===== src/rtl/core/stq_pkg.sv =====
package stq_pkg;

  localparam int unsigned DepthDefault     = 16;
  localparam int unsigned IdWidthDefault   = 16;
  localparam int unsigned TimeWidthDefault = 48;

  localparam int unsigned ModeW    = 2;
  localparam int unsigned AmountW  = 32;
  localparam int unsigned UnitW    = 2;
  localparam int unsigned EventW   = 16;
  localparam int unsigned TargetW  = 8;
  localparam int unsigned IdOutW   = 16;
  localparam int unsigned KindW    = 2;
  localparam int unsigned ScaleW   = 16;
  localparam int unsigned NumUnits = 4;
  localparam int unsigned MaxFires = 16;
  localparam int unsigned PaddrW   = 4;

  localparam logic [ModeW-1:0] ModeSet    = 2'd0;
  localparam logic [ModeW-1:0] ModeCancel = 2'd1;
  localparam logic [ModeW-1:0] ModeTick   = 2'd2;

  localparam logic [KindW-1:0] KindSetOk   = 2'd0;
  localparam logic [KindW-1:0] KindSetFull = 2'd1;
  localparam logic [KindW-1:0] KindCancel  = 2'd2;
  localparam logic [KindW-1:0] KindExpiry  = 2'd3;

  // Datapath operations requested by the controller.
  typedef enum logic [3:0] {
    OpNone    = 4'd0,
    OpLatch   = 4'd1,
    OpMul     = 4'd2,
    OpAlloc   = 4'd3,
    OpInsStep = 4'd4,
    OpInsDone = 4'd5,
    OpCanStep = 4'd6,
    OpTickInc = 4'd7,
    OpPopStep = 4'd8,
    OpRespond = 4'd9,
    OpFull    = 4'd10,
    OpCanResp = 4'd11,
    OpFetch   = 4'd12
  } dp_op_e;

  typedef struct packed {
    dp_op_e op;
  } stq_cmd_t;

  typedef struct packed {
    logic full;        // no free entry
    logic walk_end;    // insert walk reached its spot
    logic can_end;     // cancel search finished
    logic pop_due;     // head exists and is due
    logic pop_live;    // due head is alive
    logic fires_max;   // expiry budget spent
  } stq_sts_t;

endpackage


===== src/rtl/core/stq_if.sv =====
interface stq_in_if;
  import stq_pkg::*;
  logic               valid;
  logic               ready;
  logic [ModeW-1:0]   mode;
  logic [AmountW-1:0] delay_amount;
  logic [UnitW-1:0]   delay_unit;
  logic [EventW-1:0]  event_code;
  logic [TargetW-1:0] target_machine;
  logic [IdOutW-1:0]  cancel_id;
  modport source (output valid, mode, delay_amount, delay_unit, event_code,
                  target_machine, cancel_id, input ready);
  modport sink (input valid, mode, delay_amount, delay_unit, event_code,
                target_machine, cancel_id, output ready);
endinterface

interface stq_out_if;
  import stq_pkg::*;
  logic               valid;
  logic               ready;
  logic [KindW-1:0]   kind;
  logic [IdOutW-1:0]  timer_id;
  logic [EventW-1:0]  fired_event;
  logic [TargetW-1:0] fired_target;
  logic               found;
  logic               last;
  modport source (output valid, kind, timer_id, fired_event, fired_target, found,
                  last, input ready);
  modport sink (input valid, kind, timer_id, fired_event, fired_target, found,
                last, output ready);
endinterface


===== src/rtl/core/sorted_timeout_queue_top.sv =====
// Timer queue of DEPTH entries kept as a deadline-sorted linked list with a
// free list. One item is handled at a time. A set scales the delay, takes a
// free entry and walks the list to its spot; a set that finds no free entry
// is refused; a cancel walks the list for its id; a tick advances time and
// pops due entries, giving one result per live expiry; an unused mode gives
// no result. The list walk of a set or a cancel goes one linked entry a
// cycle. Results leave through a registered output; the block takes no item
// until the last result of the current one has been delivered, so output
// stalls hold up the next item.
module sorted_timeout_queue_top
  import stq_pkg::*;
#(
  parameter int unsigned DEPTH      = DepthDefault,
  parameter int unsigned ID_WIDTH   = IdWidthDefault,
  parameter int unsigned TIME_WIDTH = TimeWidthDefault
) (
  input  logic              clk_i,
  input  logic              rst_ni,
  stq_in_if.sink            in_if,
  stq_out_if.source         out_if,
  input  logic              psel,
  input  logic              penable,
  input  logic              pwrite,
  input  logic [PaddrW-1:0] paddr,
  input  logic [31:0]       pwdata,
  output logic [31:0]       prdata,
  output logic              pready
);

  logic [NumUnits-1:0][ScaleW-1:0] scale_q;
  stq_cmd_t cmd;
  stq_sts_t sts;
  logic     wr_en;
  logic [UnitW-1:0] reg_idx;

  assign pready  = 1'b1;
  assign reg_idx = paddr[UnitW+1:2];
  assign wr_en   = psel && penable && pwrite && pready;
  assign prdata  = (paddr[1:0] == 2'b00) ? {16'd0, scale_q[reg_idx]} : 32'd0;

  always_ff @(posedge clk_i or negedge rst_ni) begin
    if (!rst_ni) begin
      for (int i = 0; i < NumUnits; i++) scale_q[i] <= ScaleW'(1);
    end else if (wr_en) begin
      scale_q[reg_idx] <= pwdata[ScaleW-1:0];
    end
  end

  stq_ctrl u_ctrl (
    .clk_i       (clk_i),
    .rst_ni      (rst_ni),
    .in_valid_i  (in_if.valid),
    .in_mode_i   (in_if.mode),
    .in_ready_o  (in_if.ready),
    .out_valid_o (out_if.valid),
    .out_ready_i (out_if.ready),
    .out_last_o  (out_if.last),
    .cmd_o       (cmd),
    .sts_i       (sts)
  );

  stq_dp #(
    .DEPTH      (DEPTH),
    .ID_WIDTH   (ID_WIDTH),
    .TIME_WIDTH (TIME_WIDTH)
  ) u_dp (
    .clk_i          (clk_i),
    .rst_ni         (rst_ni),
    .cmd_i          (cmd),
    .sts_o          (sts),
    .mode_i         (in_if.mode),
    .amount_i       (in_if.delay_amount),
    .unit_i         (in_if.delay_unit),
    .event_i        (in_if.event_code),
    .target_i       (in_if.target_machine),
    .cancel_id_i    (in_if.cancel_id),
    .scale_i        (scale_q),
    .kind_o         (out_if.kind),
    .timer_id_o     (out_if.timer_id),
    .fired_event_o  (out_if.fired_event),
    .fired_target_o (out_if.fired_target),
    .found_o        (out_if.found)
  );

endmodule


===== src/rtl/core/stq_ctrl.sv =====
module stq_ctrl
  import stq_pkg::*;
(
  input  logic             clk_i,
  input  logic             rst_ni,
  input  logic             in_valid_i,
  input  logic [ModeW-1:0] in_mode_i,
  output logic             in_ready_o,
  output logic             out_valid_o,
  input  logic             out_ready_i,
  output logic             out_last_o,
  output stq_cmd_t         cmd_o,
  input  stq_sts_t         sts_i
);

  typedef enum logic [10:0] {
    StIdle   = 11'b00000000001,
    StMul    = 11'b00000000010,
    StAlloc  = 11'b00000000100,
    StIns    = 11'b00000001000,
    StCan    = 11'b00000010000,
    StTick   = 11'b00000100000,
    StPop    = 11'b00001000000,
    StOut    = 11'b00010000000,
    StPopOut = 11'b00100000000,
    StFetch  = 11'b01000000000,
    StDecide = 11'b10000000000
  } state_e;

  state_e state_q, state_d;
  logic   last_q, last_d;
  logic   pend_q, pend_d;

  assign in_ready_o  = (state_q == StIdle);
  assign out_valid_o = (state_q == StOut) || (state_q == StPopOut);
  assign out_last_o  = last_q;

  always_comb begin
    state_d = state_q;
    last_d  = last_q;
    pend_d  = pend_q;
    cmd_o.op = OpNone;
    case (state_q)
      StIdle: begin
        if (in_valid_i) begin
          cmd_o.op = OpLatch;
          last_d = 1'b1;
          case (in_mode_i)
            ModeSet:    state_d = StMul;
            ModeCancel: state_d = StCan;
            ModeTick:   state_d = StTick;
            default:    state_d = StIdle;
          endcase
        end
      end
      StMul: begin
        cmd_o.op = OpMul;
        state_d = StAlloc;
      end
      StAlloc: begin
        if (sts_i.full) begin
          cmd_o.op = OpFull;
          state_d = StOut;
        end else begin
          cmd_o.op = OpAlloc;
          state_d = StIns;
        end
      end
      StIns: begin
        if (sts_i.walk_end) begin
          cmd_o.op = OpInsDone;
          state_d = StOut;
        end else begin
          cmd_o.op = OpInsStep;
        end
      end
      StCan: begin
        if (sts_i.can_end) begin
          cmd_o.op = OpCanResp;
          state_d = StOut;
        end else begin
          cmd_o.op = OpCanStep;
        end
      end
      StTick: begin
        cmd_o.op = OpTickInc;
        state_d = StFetch;
      end
      StFetch: begin
        cmd_o.op = OpFetch;
        state_d = StDecide;
      end
      StDecide: begin
        // A pending expiry result is shown once we know whether another follows.
        if (!sts_i.pop_due || sts_i.fires_max) begin
          if (pend_q) begin
            state_d = StPopOut;
            last_d = 1'b1;
          end else begin
            state_d = StIdle;
          end
        end else begin
          state_d = StPop;
        end
      end
      StPop: begin
        if (sts_i.pop_live) begin
          if (pend_q) begin
            // Another expiry follows, so the held one is not the last.
            state_d = StPopOut;
            last_d = 1'b0;
          end else begin
            cmd_o.op = OpRespond;
            pend_d = 1'b1;
            state_d = StFetch;
          end
        end else begin
          cmd_o.op = OpPopStep;
          state_d = StFetch;
        end
      end
      StPopOut: begin
        if (out_ready_i) begin
          pend_d = 1'b0;
          state_d = last_q ? StIdle : StPop;
        end
      end
      StOut: begin
        if (out_ready_i) state_d = StIdle;
      end
      default: state_d = StIdle;
    endcase
  end

  always_ff @(posedge clk_i or negedge rst_ni) begin
    if (!rst_ni) begin
      state_q <= StIdle;
      last_q  <= 1'b1;
      pend_q  <= 1'b0;
    end else begin
      state_q <= state_d;
      last_q  <= last_d;
      pend_q  <= pend_d;
    end
  end

  assert property (@(posedge clk_i) disable iff (!rst_ni)
    (out_valid_o && !out_ready_i) |=> out_valid_o)
    else $error("result dropped while stalled");
  assert property (@(posedge clk_i) disable iff (!rst_ni)
    in_ready_o |-> !out_valid_o)
    else $error("accepting while result pending");
  assert property (@(posedge clk_i) disable iff (!rst_ni)
    $onehot(state_q))
    else $error("state not one-hot");

endmodule


===== src/rtl/core/stq_dp.sv =====
module stq_dp
  import stq_pkg::*;
#(
  parameter int unsigned DEPTH      = DepthDefault,
  parameter int unsigned ID_WIDTH   = IdWidthDefault,
  parameter int unsigned TIME_WIDTH = TimeWidthDefault
) (
  input  logic                          clk_i,
  input  logic                          rst_ni,
  input  stq_cmd_t                      cmd_i,
  output stq_sts_t                      sts_o,
  input  logic [ModeW-1:0]              mode_i,
  input  logic [AmountW-1:0]            amount_i,
  input  logic [UnitW-1:0]              unit_i,
  input  logic [EventW-1:0]             event_i,
  input  logic [TargetW-1:0]            target_i,
  input  logic [IdOutW-1:0]             cancel_id_i,
  input  logic [NumUnits-1:0][ScaleW-1:0] scale_i,
  output logic [KindW-1:0]              kind_o,
  output logic [IdOutW-1:0]             timer_id_o,
  output logic [EventW-1:0]             fired_event_o,
  output logic [TargetW-1:0]            fired_target_o,
  output logic                          found_o
);

  localparam int unsigned PtrW  = $clog2(DEPTH + 1);
  localparam int unsigned IdxW  = $clog2(DEPTH);
  localparam int unsigned CntW  = $clog2(DEPTH + 1);
  localparam int unsigned FireW = $clog2(MaxFires + 1);
  localparam int unsigned ProdW = AmountW + ScaleW;
  localparam int unsigned CmpW  = (ID_WIDTH > IdOutW) ? ID_WIDTH : IdOutW;
  localparam logic [PtrW-1:0] Nil = PtrW'(DEPTH);
  localparam logic [TIME_WIDTH-1:0] TMax = '1;

  logic [TIME_WIDTH-1:0] dl_mem [DEPTH];
  logic [ID_WIDTH-1:0]   id_mem [DEPTH];
  logic [EventW-1:0]     ev_mem [DEPTH];
  logic [TargetW-1:0]    tg_mem [DEPTH];
  logic [PtrW-1:0]       link_q [DEPTH];
  logic [DEPTH-1:0]      alive_q;

  logic [TIME_WIDTH-1:0] now_q;
  logic [PtrW-1:0]       head_q, free_q, pos_q, prev_q, cur_q;
  logic [CntW-1:0]       used_q;
  logic [ID_WIDTH-1:0]   nid_q;
  logic [CntW-1:0]       steps_q;
  logic [FireW-1:0]      fires_q;
  logic [TIME_WIDTH-1:0] dl_q;
  logic [EventW-1:0]     ev_q;
  logic [TargetW-1:0]    tg_q;
  logic [IdOutW-1:0]     cid_q;
  logic [ProdW-1:0]      prod_q;
  logic [AmountW-1:0]    amount_i_q;
  logic [ScaleW-1:0]     scale_sel_q;

  logic [KindW-1:0]   kind_q;
  logic [IdOutW-1:0]  rid_q;
  logic [EventW-1:0]  rev_q;
  logic [TargetW-1:0] rtg_q;
  logic               rfound_q;

  logic [IdxW-1:0] cur_idx, head_idx;
  logic            cur_ok, head_ok;
  logic [ProdW:0]  room;
  logic [TIME_WIDTH-1:0] sum_dl;
  logic [TIME_WIDTH:0]   wide_sum;

  assign cur_idx  = cur_q[IdxW-1:0];
  assign head_idx = head_q[IdxW-1:0];
  assign cur_ok   = (cur_q < Nil) && (steps_q < CntW'(DEPTH));
  assign head_ok  = head_q < Nil;

  // Saturating now + product; the product may be wider or narrower than time.
  always_comb begin
    if (ProdW > TIME_WIDTH) begin
      room = '0;
      sum_dl = ((prod_q >> TIME_WIDTH) != '0) ? TMax : TIME_WIDTH'(prod_q);
      wide_sum = {1'b0, now_q} + {1'b0, sum_dl};
      if (wide_sum[TIME_WIDTH]) sum_dl = TMax;
      else sum_dl = wide_sum[TIME_WIDTH-1:0];
    end else begin
      room = '0;
      wide_sum = {1'b0, now_q} + (TIME_WIDTH+1)'(prod_q);
      sum_dl = wide_sum[TIME_WIDTH] ? TMax : wide_sum[TIME_WIDTH-1:0];
    end
  end

  assign sts_o.full     = (used_q >= CntW'(DEPTH)) || (free_q >= Nil);
  assign sts_o.walk_end = !cur_ok || (dl_mem[cur_idx] > dl_q);
  assign sts_o.can_end  = !cur_ok || (alive_q[cur_idx] &&
                          (CmpW'(id_mem[cur_idx]) == CmpW'(cid_q)));
  assign sts_o.pop_due  = head_ok && (steps_q < CntW'(DEPTH)) &&
                          (dl_mem[head_idx] <= now_q);
  assign sts_o.pop_live = alive_q[head_idx];
  assign sts_o.fires_max = fires_q >= FireW'(MaxFires);

  assign kind_o         = kind_q;
  assign timer_id_o     = rid_q;
  assign fired_event_o  = rev_q;
  assign fired_target_o = rtg_q;
  assign found_o        = rfound_q;

  // Entry payload stores and request latches, no reset.
  always_ff @(posedge clk_i) begin
    if (cmd_i.op == OpAlloc) begin
      dl_mem[free_q[IdxW-1:0]] <= sum_dl;
      id_mem[free_q[IdxW-1:0]] <= nid_q;
      ev_mem[free_q[IdxW-1:0]] <= ev_q;
      tg_mem[free_q[IdxW-1:0]] <= tg_q;
    end
    if (cmd_i.op == OpLatch) begin
      dl_q  <= '0;
      ev_q  <= event_i;
      tg_q  <= target_i;
      cid_q <= cancel_id_i;
    end
    if (cmd_i.op == OpMul) prod_q <= amount_i_q * scale_sel_q;
    if (cmd_i.op == OpAlloc) dl_q <= sum_dl;
  end

  always_ff @(posedge clk_i) begin
    if (cmd_i.op == OpLatch) begin
      amount_i_q  <= amount_i;
      scale_sel_q <= scale_i[unit_i];
    end
  end

  always_ff @(posedge clk_i or negedge rst_ni) begin
    if (!rst_ni) begin
      for (int i = 0; i < DEPTH; i++) link_q[i] <= PtrW'(i + 1);
      alive_q  <= '0;
      now_q    <= '0;
      head_q   <= Nil;
      free_q   <= '0;
      used_q   <= '0;
      nid_q    <= '0;
      pos_q    <= Nil;
      prev_q   <= Nil;
      cur_q    <= Nil;
      steps_q  <= '0;
      fires_q  <= '0;
      kind_q   <= KindSetOk;
      rid_q    <= '0;
      rev_q    <= '0;
      rtg_q    <= '0;
      rfound_q <= 1'b0;
    end else begin
      case (cmd_i.op)
        OpLatch: begin
          cur_q   <= head_q;
          prev_q  <= Nil;
          steps_q <= '0;
          fires_q <= '0;
        end
        OpAlloc: begin
          pos_q  <= free_q;
          free_q <= link_q[free_q[IdxW-1:0]];
          alive_q[free_q[IdxW-1:0]] <= 1'b1;
          nid_q  <= nid_q + 1'b1;
          rid_q  <= IdOutW'(nid_q);
        end
        OpInsStep: begin
          prev_q  <= cur_q;
          cur_q   <= link_q[cur_idx];
          steps_q <= steps_q + 1'b1;
        end
        OpInsDone: begin
          if (prev_q >= Nil) head_q <= pos_q;
          else link_q[prev_q[IdxW-1:0]] <= pos_q;
          link_q[pos_q[IdxW-1:0]] <= (cur_q >= Nil) ? Nil : cur_q;
          used_q <= used_q + 1'b1;
          kind_q <= KindSetOk;
          rev_q <= '0;
          rtg_q <= '0;
          rfound_q <= 1'b0;
        end
        OpFull: begin
          kind_q <= KindSetFull;
          rid_q <= '0;
          rev_q <= '0;
          rtg_q <= '0;
          rfound_q <= 1'b0;
        end
        OpCanStep: begin
          cur_q   <= link_q[cur_idx];
          steps_q <= steps_q + 1'b1;
        end
        OpCanResp: begin
          kind_q <= KindCancel;
          rid_q  <= cid_q;
          rev_q  <= '0;
          rtg_q  <= '0;
          rfound_q <= cur_ok;
          if (cur_ok) alive_q[cur_idx] <= 1'b0;
        end
        OpTickInc: begin
          if (now_q != TMax) now_q <= now_q + 1'b1;
        end
        OpRespond: begin
          // The expiry is held in the result registers while the head is freed.
          kind_q <= KindExpiry;
          rid_q  <= IdOutW'(id_mem[head_idx]);
          rev_q  <= ev_mem[head_idx];
          rtg_q  <= tg_mem[head_idx];
          rfound_q <= 1'b0;
          fires_q <= fires_q + 1'b1;
          head_q <= (link_q[head_idx] >= Nil) ? Nil : link_q[head_idx];
          alive_q[head_idx] <= 1'b0;
          link_q[head_idx] <= free_q;
          free_q <= head_q;
          if (used_q != '0) used_q <= used_q - 1'b1;
          steps_q <= steps_q + 1'b1;
        end
        OpPopStep: begin
          head_q <= (link_q[head_idx] >= Nil) ? Nil : link_q[head_idx];
          alive_q[head_idx] <= 1'b0;
          link_q[head_idx] <= free_q;
          free_q <= head_q;
          if (used_q != '0) used_q <= used_q - 1'b1;
          steps_q <= steps_q + 1'b1;
        end
        default: ;
      endcase
    end
  end

  logic unused_mode;
  assign unused_mode = ^{mode_i, room};

  assert property (@(posedge clk_i) disable iff (!rst_ni)
    used_q <= CntW'(DEPTH))
    else $error("used count overflow");
  assert property (@(posedge clk_i) disable iff (!rst_ni)
    (cmd_i.op == OpAlloc) |=> (used_q == $past(used_q)))
    else $error("count moved during alloc");
  assert property (@(posedge clk_i) disable iff (!rst_ni)
    (cmd_i.op == OpRespond) |-> alive_q[head_idx])
    else $error("expiry of dead entry");

endmodule

===== src/flat_wrapper.sv =====
// flat-port wrapper written by rule: the top's interface ports become plain ports
module sorted_timeout_queue_top_flat import stq_pkg::*;
#(
  parameter int unsigned DEPTH      = DepthDefault,
  parameter int unsigned ID_WIDTH   = IdWidthDefault,
  parameter int unsigned TIME_WIDTH = TimeWidthDefault
)
  (clk_i, rst_ni, psel, penable, pwrite, paddr, pwdata, prdata, pready, in_if_valid, in_if_mode, in_if_delay_amount, in_if_delay_unit, in_if_event_code, in_if_target_machine, in_if_cancel_id, in_if_ready, out_if_valid, out_if_kind, out_if_timer_id, out_if_fired_event, out_if_fired_target, out_if_found, out_if_last, out_if_ready);
  stq_in_if in_if_i ();
  stq_out_if out_if_i ();
  input  logic clk_i;
  input  logic rst_ni;
  input  logic psel;
  input  logic penable;
  input  logic pwrite;
  input  logic [PaddrW-1:0] paddr;
  input  logic [31:0] pwdata;
  output logic [31:0] prdata;
  output logic pready;
  input wire logic [$bits(in_if_i.valid)-1:0] in_if_valid;
  input wire logic [$bits(in_if_i.mode)-1:0] in_if_mode;
  input wire logic [$bits(in_if_i.delay_amount)-1:0] in_if_delay_amount;
  input wire logic [$bits(in_if_i.delay_unit)-1:0] in_if_delay_unit;
  input wire logic [$bits(in_if_i.event_code)-1:0] in_if_event_code;
  input wire logic [$bits(in_if_i.target_machine)-1:0] in_if_target_machine;
  input wire logic [$bits(in_if_i.cancel_id)-1:0] in_if_cancel_id;
  output wire logic [$bits(in_if_i.ready)-1:0] in_if_ready;
  output wire logic [$bits(out_if_i.valid)-1:0] out_if_valid;
  output wire logic [$bits(out_if_i.kind)-1:0] out_if_kind;
  output wire logic [$bits(out_if_i.timer_id)-1:0] out_if_timer_id;
  output wire logic [$bits(out_if_i.fired_event)-1:0] out_if_fired_event;
  output wire logic [$bits(out_if_i.fired_target)-1:0] out_if_fired_target;
  output wire logic [$bits(out_if_i.found)-1:0] out_if_found;
  output wire logic [$bits(out_if_i.last)-1:0] out_if_last;
  input wire logic [$bits(out_if_i.ready)-1:0] out_if_ready;
  assign in_if_i.valid = in_if_valid;
  assign in_if_i.mode = in_if_mode;
  assign in_if_i.delay_amount = in_if_delay_amount;
  assign in_if_i.delay_unit = in_if_delay_unit;
  assign in_if_i.event_code = in_if_event_code;
  assign in_if_i.target_machine = in_if_target_machine;
  assign in_if_i.cancel_id = in_if_cancel_id;
  assign in_if_ready = in_if_i.ready;
  assign out_if_valid = out_if_i.valid;
  assign out_if_kind = out_if_i.kind;
  assign out_if_timer_id = out_if_i.timer_id;
  assign out_if_fired_event = out_if_i.fired_event;
  assign out_if_fired_target = out_if_i.fired_target;
  assign out_if_found = out_if_i.found;
  assign out_if_last = out_if_i.last;
  assign out_if_i.ready = out_if_ready;
  sorted_timeout_queue_top #(.DEPTH(DEPTH), .ID_WIDTH(ID_WIDTH), .TIME_WIDTH(TIME_WIDTH)) u_core (.clk_i(clk_i), .rst_ni(rst_ni), .in_if(in_if_i), .out_if(out_if_i), .psel(psel), .penable(penable), .pwrite(pwrite), .paddr(paddr), .pwdata(pwdata), .prdata(prdata), .pready(pready));
endmodule

===== config.mk =====
export PLATFORM = sky130hd
export DESIGN_NAME = sorted_timeout_queue_top_flat
export DESIGN_NICKNAME = d
export VERILOG_FILES = /design/src/rtl/core/stq_pkg.sv /design/src/rtl/core/stq_if.sv /design/src/rtl/core/sorted_timeout_queue_top.sv /design/src/rtl/core/stq_ctrl.sv /design/src/rtl/core/stq_dp.sv /design/src/flat_wrapper.sv
export SDC_FILE = /design/constraint.sdc
export NUM_CORES = 2
export LEC_CHECK = 0
export BUFFER_PORTS_ARGS = -buffer_cell sky130_fd_sc_hd__clkbuf_2
export CORE_ASPECT_RATIO = 0.5
export CORE_MARGIN = 5
export CORE_UTILIZATION = 39
export CTS_CLUSTER_SIZE = 25
export DETAILED_ROUTE_END_ITERATION = 12
export PLACE_DENSITY_LB_ADDON = 0.2
export RECOVER_POWER = 50
export SLEW_MARGIN = 20
export SYNTH_ARGS = -nofsm -noshare
export SYNTH_HDL_FRONTEND = slang
export SYNTH_SLANG_ARGS = --single-unit
export TNS_END_PERCENT = 5

===== constraint.sdc =====
create_clock -name clk_i -period 10.9 [get_ports clk_i]
set_input_delay 0 -clock clk_i [delete_from_list [all_inputs] [get_ports clk_i]]
set_output_delay 0 -clock clk_i [all_outputs]
set_load 0.01 [all_outputs]

# == Word level (Yosys, flattened, before mapping) ==
# Memory sizes are Yosys's and may differ from the RTL's.
# Index checks and enable logic that the tools add are counted.
# Widths: inputs -> output; s select.
# classes
bitwise,10
order_cmp,28
n_reduce_logical,49
eq_ne,38
n_mux,91
mul,1
addsub,7
# op_table
operator,count
$bwmux 80,3
$mux 80,2
$pmux 80 s2,1
$mux 48,3
$pmux 11 s11,1
$mux 16,5
$mux 11,7
$pmux 5 s2,7
$mux 5,13
$bmux 16 s2,2
$bwmux 64,1
$pmux 16 s4,1
$bmux 5 s4,3
$demux 5 s4,3
$ge 5x5->1 const B,11
$add 48x48->49,1
$add 48x1->48 const B,1
$gt 48x48->1,1
$le 48x48->1,1
$mul 32x16->48,1
$ne 48x48->1 const B,1
$pmux 16 s3,1
$and 16x16->16,2
$demux 16 s2,1
other kinds (62),151
# totals
mem_count,4
ff_bits,504
out_inout_bits,79
ram_bits,1408
input_bits,119
word_cells,274
# memory_table
name,words,width,read_ports,rd_clocked_by_memory_dff,wr,line_no,source
u_core.u_dp.dl_mem,16,48,2,0,1,stq_dp.sv:35,logic [TIME_WIDTH-1:0] dl_mem [DEPTH];
u_core.u_dp.ev_mem,16,16,1,0,1,stq_dp.sv:37,logic [EventW-1:0] ev_mem [DEPTH];
u_core.u_dp.id_mem,16,16,2,0,1,stq_dp.sv:36,logic [ID_WIDTH-1:0] id_mem [DEPTH];
u_core.u_dp.tg_mem,16,8,1,0,1,stq_dp.sv:38,logic [TargetW-1:0] tg_mem [DEPTH];

# == Logic depth before layout (Yosys ltp) ==
# logic_depth
ltp_word,10
depth_mapped,26
ltp_nobuf,25

# == Hierarchy ==
# Synthesis repeated with hierarchy kept, for this count alone.
# unflattened
hier_cells,7224
hier_area_um2,107038.9
# by_module_without_submodules
module,area_each_um2,seq_area_each_um2,instances,cells_each
stq_dp,102901.2,53933.0,1,6901
sorted_timeout_queue_top,3101.7,1606.5,1,195
stq_ctrl,1036.0,327.8,1,128

# == Worst setup path after synthesis ==
# Ideal clock, no wire load.
# synth_path
kind,register to register
start,reg u_core.u_ctrl.state_q[3]
end,"mem u_core.u_dp.dl_mem[8][0] in the netlist's numbering, enable pin"
setup_ps,645
period_less_slack_ps,8745
arrival_ps,8100
required_ps,10255
n_path_buf,3
slack_ps,2155
path_stages_with_launch,9
cell_sequence,dfrtp_1 > clkbuf_1 > nor4_1 > and4b_1 > clkbuf_1 > and2_1 > clkbuf_1 > nand3b_1 > nor3_1
# synth_between
elab_chain_cells,5
elab_cells_between_ends,12
cone_classes,9 x eq/ne; 3 x mux
# synth_rtl
item,line_no,source
start: declaration,stq_ctrl.sv:30,"state_e state_q, state_d;"
start signal: assignment,stq_ctrl.sv:137,state_q <= StIdle;
start signal: assignment,stq_ctrl.sv:141,state_q <= state_d;
"$eq 11x7->1, or another cell as far along",stq_ctrl.sv:43,case (state_q)
$pmux 4 s8 *,stq_ctrl.sv:43,
$eq 4x2->1 *,stq_dp.sv:105,if (cmd_i.op == OpAlloc) begin
$mux 1 *,stq_dp.sv:105,
$mux 1 (not written as such) *,stq_dp.sv:106,dl_mem[free_q[IdxW-1:0]] <= sum_dl;
end: declaration,stq_dp.sv:35,
# Mark *: on every way between the ends. The rest lies on a longest branch, timed or not.

# == Worst setup path in the final report ==
# layout_path
start,reg u_core.u_ctrl.state_q[5]
end,"mem u_core.u_dp.ev_mem[1][12], enable pin"
# layout_between
elab_chain_cells,5
elab_cells_between_ends,12
cone_classes,9 x eq/ne; 3 x mux
# layout_rtl
item,line_no,source
"$eq 11x7->1, or another cell as far along",stq_ctrl.sv:43,
$pmux 4 s8 *,stq_ctrl.sv:43,
$eq 4x2->1 *,stq_dp.sv:105,
$mux 1 *,stq_dp.sv:105,
$mux 1 (not written as such) *,stq_dp.sv:108,ev_mem[free_q[IdxW-1:0]] <= ev_q;
end: declaration,stq_dp.sv:37,
# Marked as above.

==> results by group <==
Synth
  • Synth Flop Type: edfxtp_1
  • Synthesized flop and latch total: between 1500 and 2000
  • Yosys top cell area share: a little under half
  • Leading area contributor after synthesis: edfxtp_1
  • Synth cell types: 93
  • Asr flop ratio synth: between 10% and 20%
  • Synth Warn #: 0
  • Number of flops mapped to enable cells by yosys: 1592
  • Seq/Total Area, Yosys: between 50 and 60%
  • Synth Instances: about 7100
  • Syn avg cell area: between 10 and 15 um2
  • Synth top area cells: edfxtp_1 45%, mux4_2 18%, fa_1 7.9%, dfrtp_1 6.5%, ha_1 3.2%
  • Mapped Area: 106000 um2

Clock network
  • Worst-Skew Late Latency: around 0.87 ns
  • Postcts setup bufs: 0
  • Root buf cell: clkbuf_16
  • CTS Hold Buffers Added: about 190
  • H-Tree Depth: 4
  • CTS max path bufs: 4
  • Post-CTS sizing: 0
  • CTS Buf Count: around 190
  • CTS tree: done
  • Clk sinks: approximately 1900
  • Clock transition at path regs: 0.07 ns

Die
  • Die ar.: approximately 280000 um2
  • Starting Density: 39.2%
  • I/O pin count: 198
  • Cell Rows: 135
  • Die H: 379 um
  • Core region area: about 270000 um2
  • Die X: about 750 um

Worst setup path
  • Flop-to-flop setup slack: 2.06 ns
  • Crit path kind: reg2reg
  • FF-to-FF End: u_core.u_dp.ev_mem[1][12]
  • CP arrival: ~9.1 ns
  • CP required: roughly 11 ns
  • Worst r2r path cells: 7
  • Crit path capture type: flip-flop
  • FF-to-FF Start: u_core.u_ctrl.state_q[5]
  • CP max FO: 78
  • Critical Path Start Type: flip-flop

STA
  • Final Cycle Share: between 80% and 90%
  • Setup TNS: 0 ns
  • Max-slew violations: 1636
  • Max-Slew Margin vs Limit: -255%
  • Unrepaired setup endpoints after global routing: false
  • Worst-Margin Slew: around 5.3 ns
  • Tmin final: between 8 and 9 ns
  • Max frequency: 113 MHz
  • Worst clock skew: between 0.08 and 0.09 ns
  • # setup viols final: 0
  • Count of final hold-check violations: 0

Global route
  • Initial antenna violation count: 12
  • Global routing's busiest layer: met2
  • Number of global-route vias before repair: around 66000
  • Met3 usage: ~3.7%
  • Total GRT Usage: approximately 22%
  • Overflow after GRT: 0
  • First-pass GRT wire length: 462 mm
  • Met2 Usage GRT: between 30% and 40%
  • GR Layer Usage met1: roughly 33%
  • Largest net degree at the start of global routing: between 90 and 100

Route
  • Initial DRC Count: 7008
  • Via Count: approximately 65000
  • Initial DRT Pass Iterations: 6
  • Drt wl/cell: roughly 28 um
  • ANT nets after route: 0
  • Vias per inst: between 5 and 6
  • Residual DRC: 0
  • Routed WL: between 300 and 400 mm

Placed design
  • Dpl hpwl: roughly 190 mm
  • Placed cell count: between 10000 and 15000
  • Routability Congestion: approximately 0.85
  • Port buffer count: ~160

Status
  • Outcome: finished with violations
  • Failing checks: capacitance limit, slew limit

Flow run
  • Max-cap violations: 37

Layout
  • Share of cells above drive strength 1: 19.8%
  • FILL cells: about 24000
  • Final non-filler cell total: ~11000
  • Nets: about 8200
  • Area grow syn2layout: 11.7%

Min path
  • Worst Hold Class: in2reg
  • HP Start: in_if_cancel_id[10]
  • Hold endpoint: u_core.u_dp.cid_q[10]
  • Hold Crit Depth: 2
[worst max path at each step]
stage	slack, ns	startpoint	cells past startpoint	end
after CTS	3.22	u_core.u_dp.cur_q[0]	15	u_core.u_ctrl.state_q[0]
after global routing	1.71	rst_ni	5	u_core.u_dp.cur_q[3]
final	2.06	u_core.u_ctrl.state_q[5]	7	u_core.u_dp.ev_mem[1][12]
after detailed placement	3.29	u_core.u_dp.amount_i_q[19]	24	u_core.u_dp.prod_q[47]
after floorplan	2.16	u_core.u_ctrl.state_q[3]	8	u_core.u_dp.dl_mem[8][0]
after global placement	3.27	u_core.u_dp.amount_i_q[19]	24	u_core.u_dp.prod_q[47]
[metal layers]
| metal | routed length [um] | up-vias |
|---|---|---|
| li1 | - | 27400 |
| met1 | 141000 | 34600 |
| met2 | 140000 | 2620 |
| met3 | 24500 | 416 |
| met4 | 7330 | 2 |
| met5 | 10 | - |
[cells in the final DEF, fill, tap and decap left out, drive strengths merged, types with 227 or more instances in the layout]
cell	count
inv	642
edfxtp	1592
nand2	658
fa	419
dfrtp	277
mux4	833
a21oi	227
ha	270
clkbuf	437
nor2	236
[state kept, by name, indices dropped and copies added (netlist names), 32 cells and up]
name                    flops
u_core.scale_q             64
u_core.u_dp.amount_i_q     32
u_core.u_dp.dl_mem        768
u_core.u_dp.dl_q           48
u_core.u_dp.ev_mem        256
u_core.u_dp.id_mem        256
u_core.u_dp.link_q         80
u_core.u_dp.now_q          48
u_core.u_dp.prod_q         48
u_core.u_dp.tg_mem        128
[worst max-delay path: stages (launching register included)]
cell and delay, ns:
dfrtp_1 0.47, nor4_1 0.55, and4b_1 0.53, nand2_2 0.06, clkbuf_1 1.43, or3_1 1.06, nor2_1 1.27, clkbuf_2 2.74
[cells in the mapped netlist (all sizes together), types with 31 or more instances]
master	number
a21o	67
a21oi	227
a22oi	63
and2	201
buf	122
clkbuf	286
dfrtp	277
dfstp	43
edfxtp	1592
fa	419
ha	270
inv	633
mux2	106
mux2i	66
mux4	833
nand2	658
nand2b	37
nand3	73
nand4	61
nor2	236
nor2b	42
nor3	73
o21ai	162
o22ai	52
xnor2	132
xor2	31
[logic make-up (layout without fill, tap and decap cells)]
family	count (synthesis)	in the layout	synth area share (%)
buffers and inverters	1043	1445	3.87
multiplexers	1005	1005	19.4
AND/OR/NAND/NOR	1489	1489	6.59
XOR/XNOR	163	163	1.35
adder cells (fa/ha/maj)	689	689	11.1
other	2	25	0.00708
AO/OA/AOI/OAI	817	817	4.98
flip-flops	1912	1912	52.7
[layout make-up]
type                       count  area (um2)  area share (%)
tap                         3630        4540            3.83
clock buffer                 245        5060            4.27
antenna                        8        20.0          0.0169
multi-input combinational   4180       46300            39.0
inverter                     635        2400            2.02
timing repair buffer         480        3610            3.05
sequential                  1912       55900            47.2
clock inverter                85         706           0.596
[stage by stage]
stage | setup WS (ns) | instance area, um2 | utilization (%) | hold WS [ns]
floorplan | 2.16 | 106000 | - | -0.296
global placement | 3.27 | 111000 | 41.1 | 0.0624
detailed placement | 3.29 | 111000 | 41.1 | 0.0678
CTS | 3.22 | 119000 | 43.9 | 0.0101
global route | 1.71 | 118000 | 43.8 | 0.0337
finish | 2.06 | 118000 | 43.8 | 0.0729
Power is left out: the tool's default activity adds up to more than one toggle a clock period on the data nets, which glitch-free logic cannot reach.
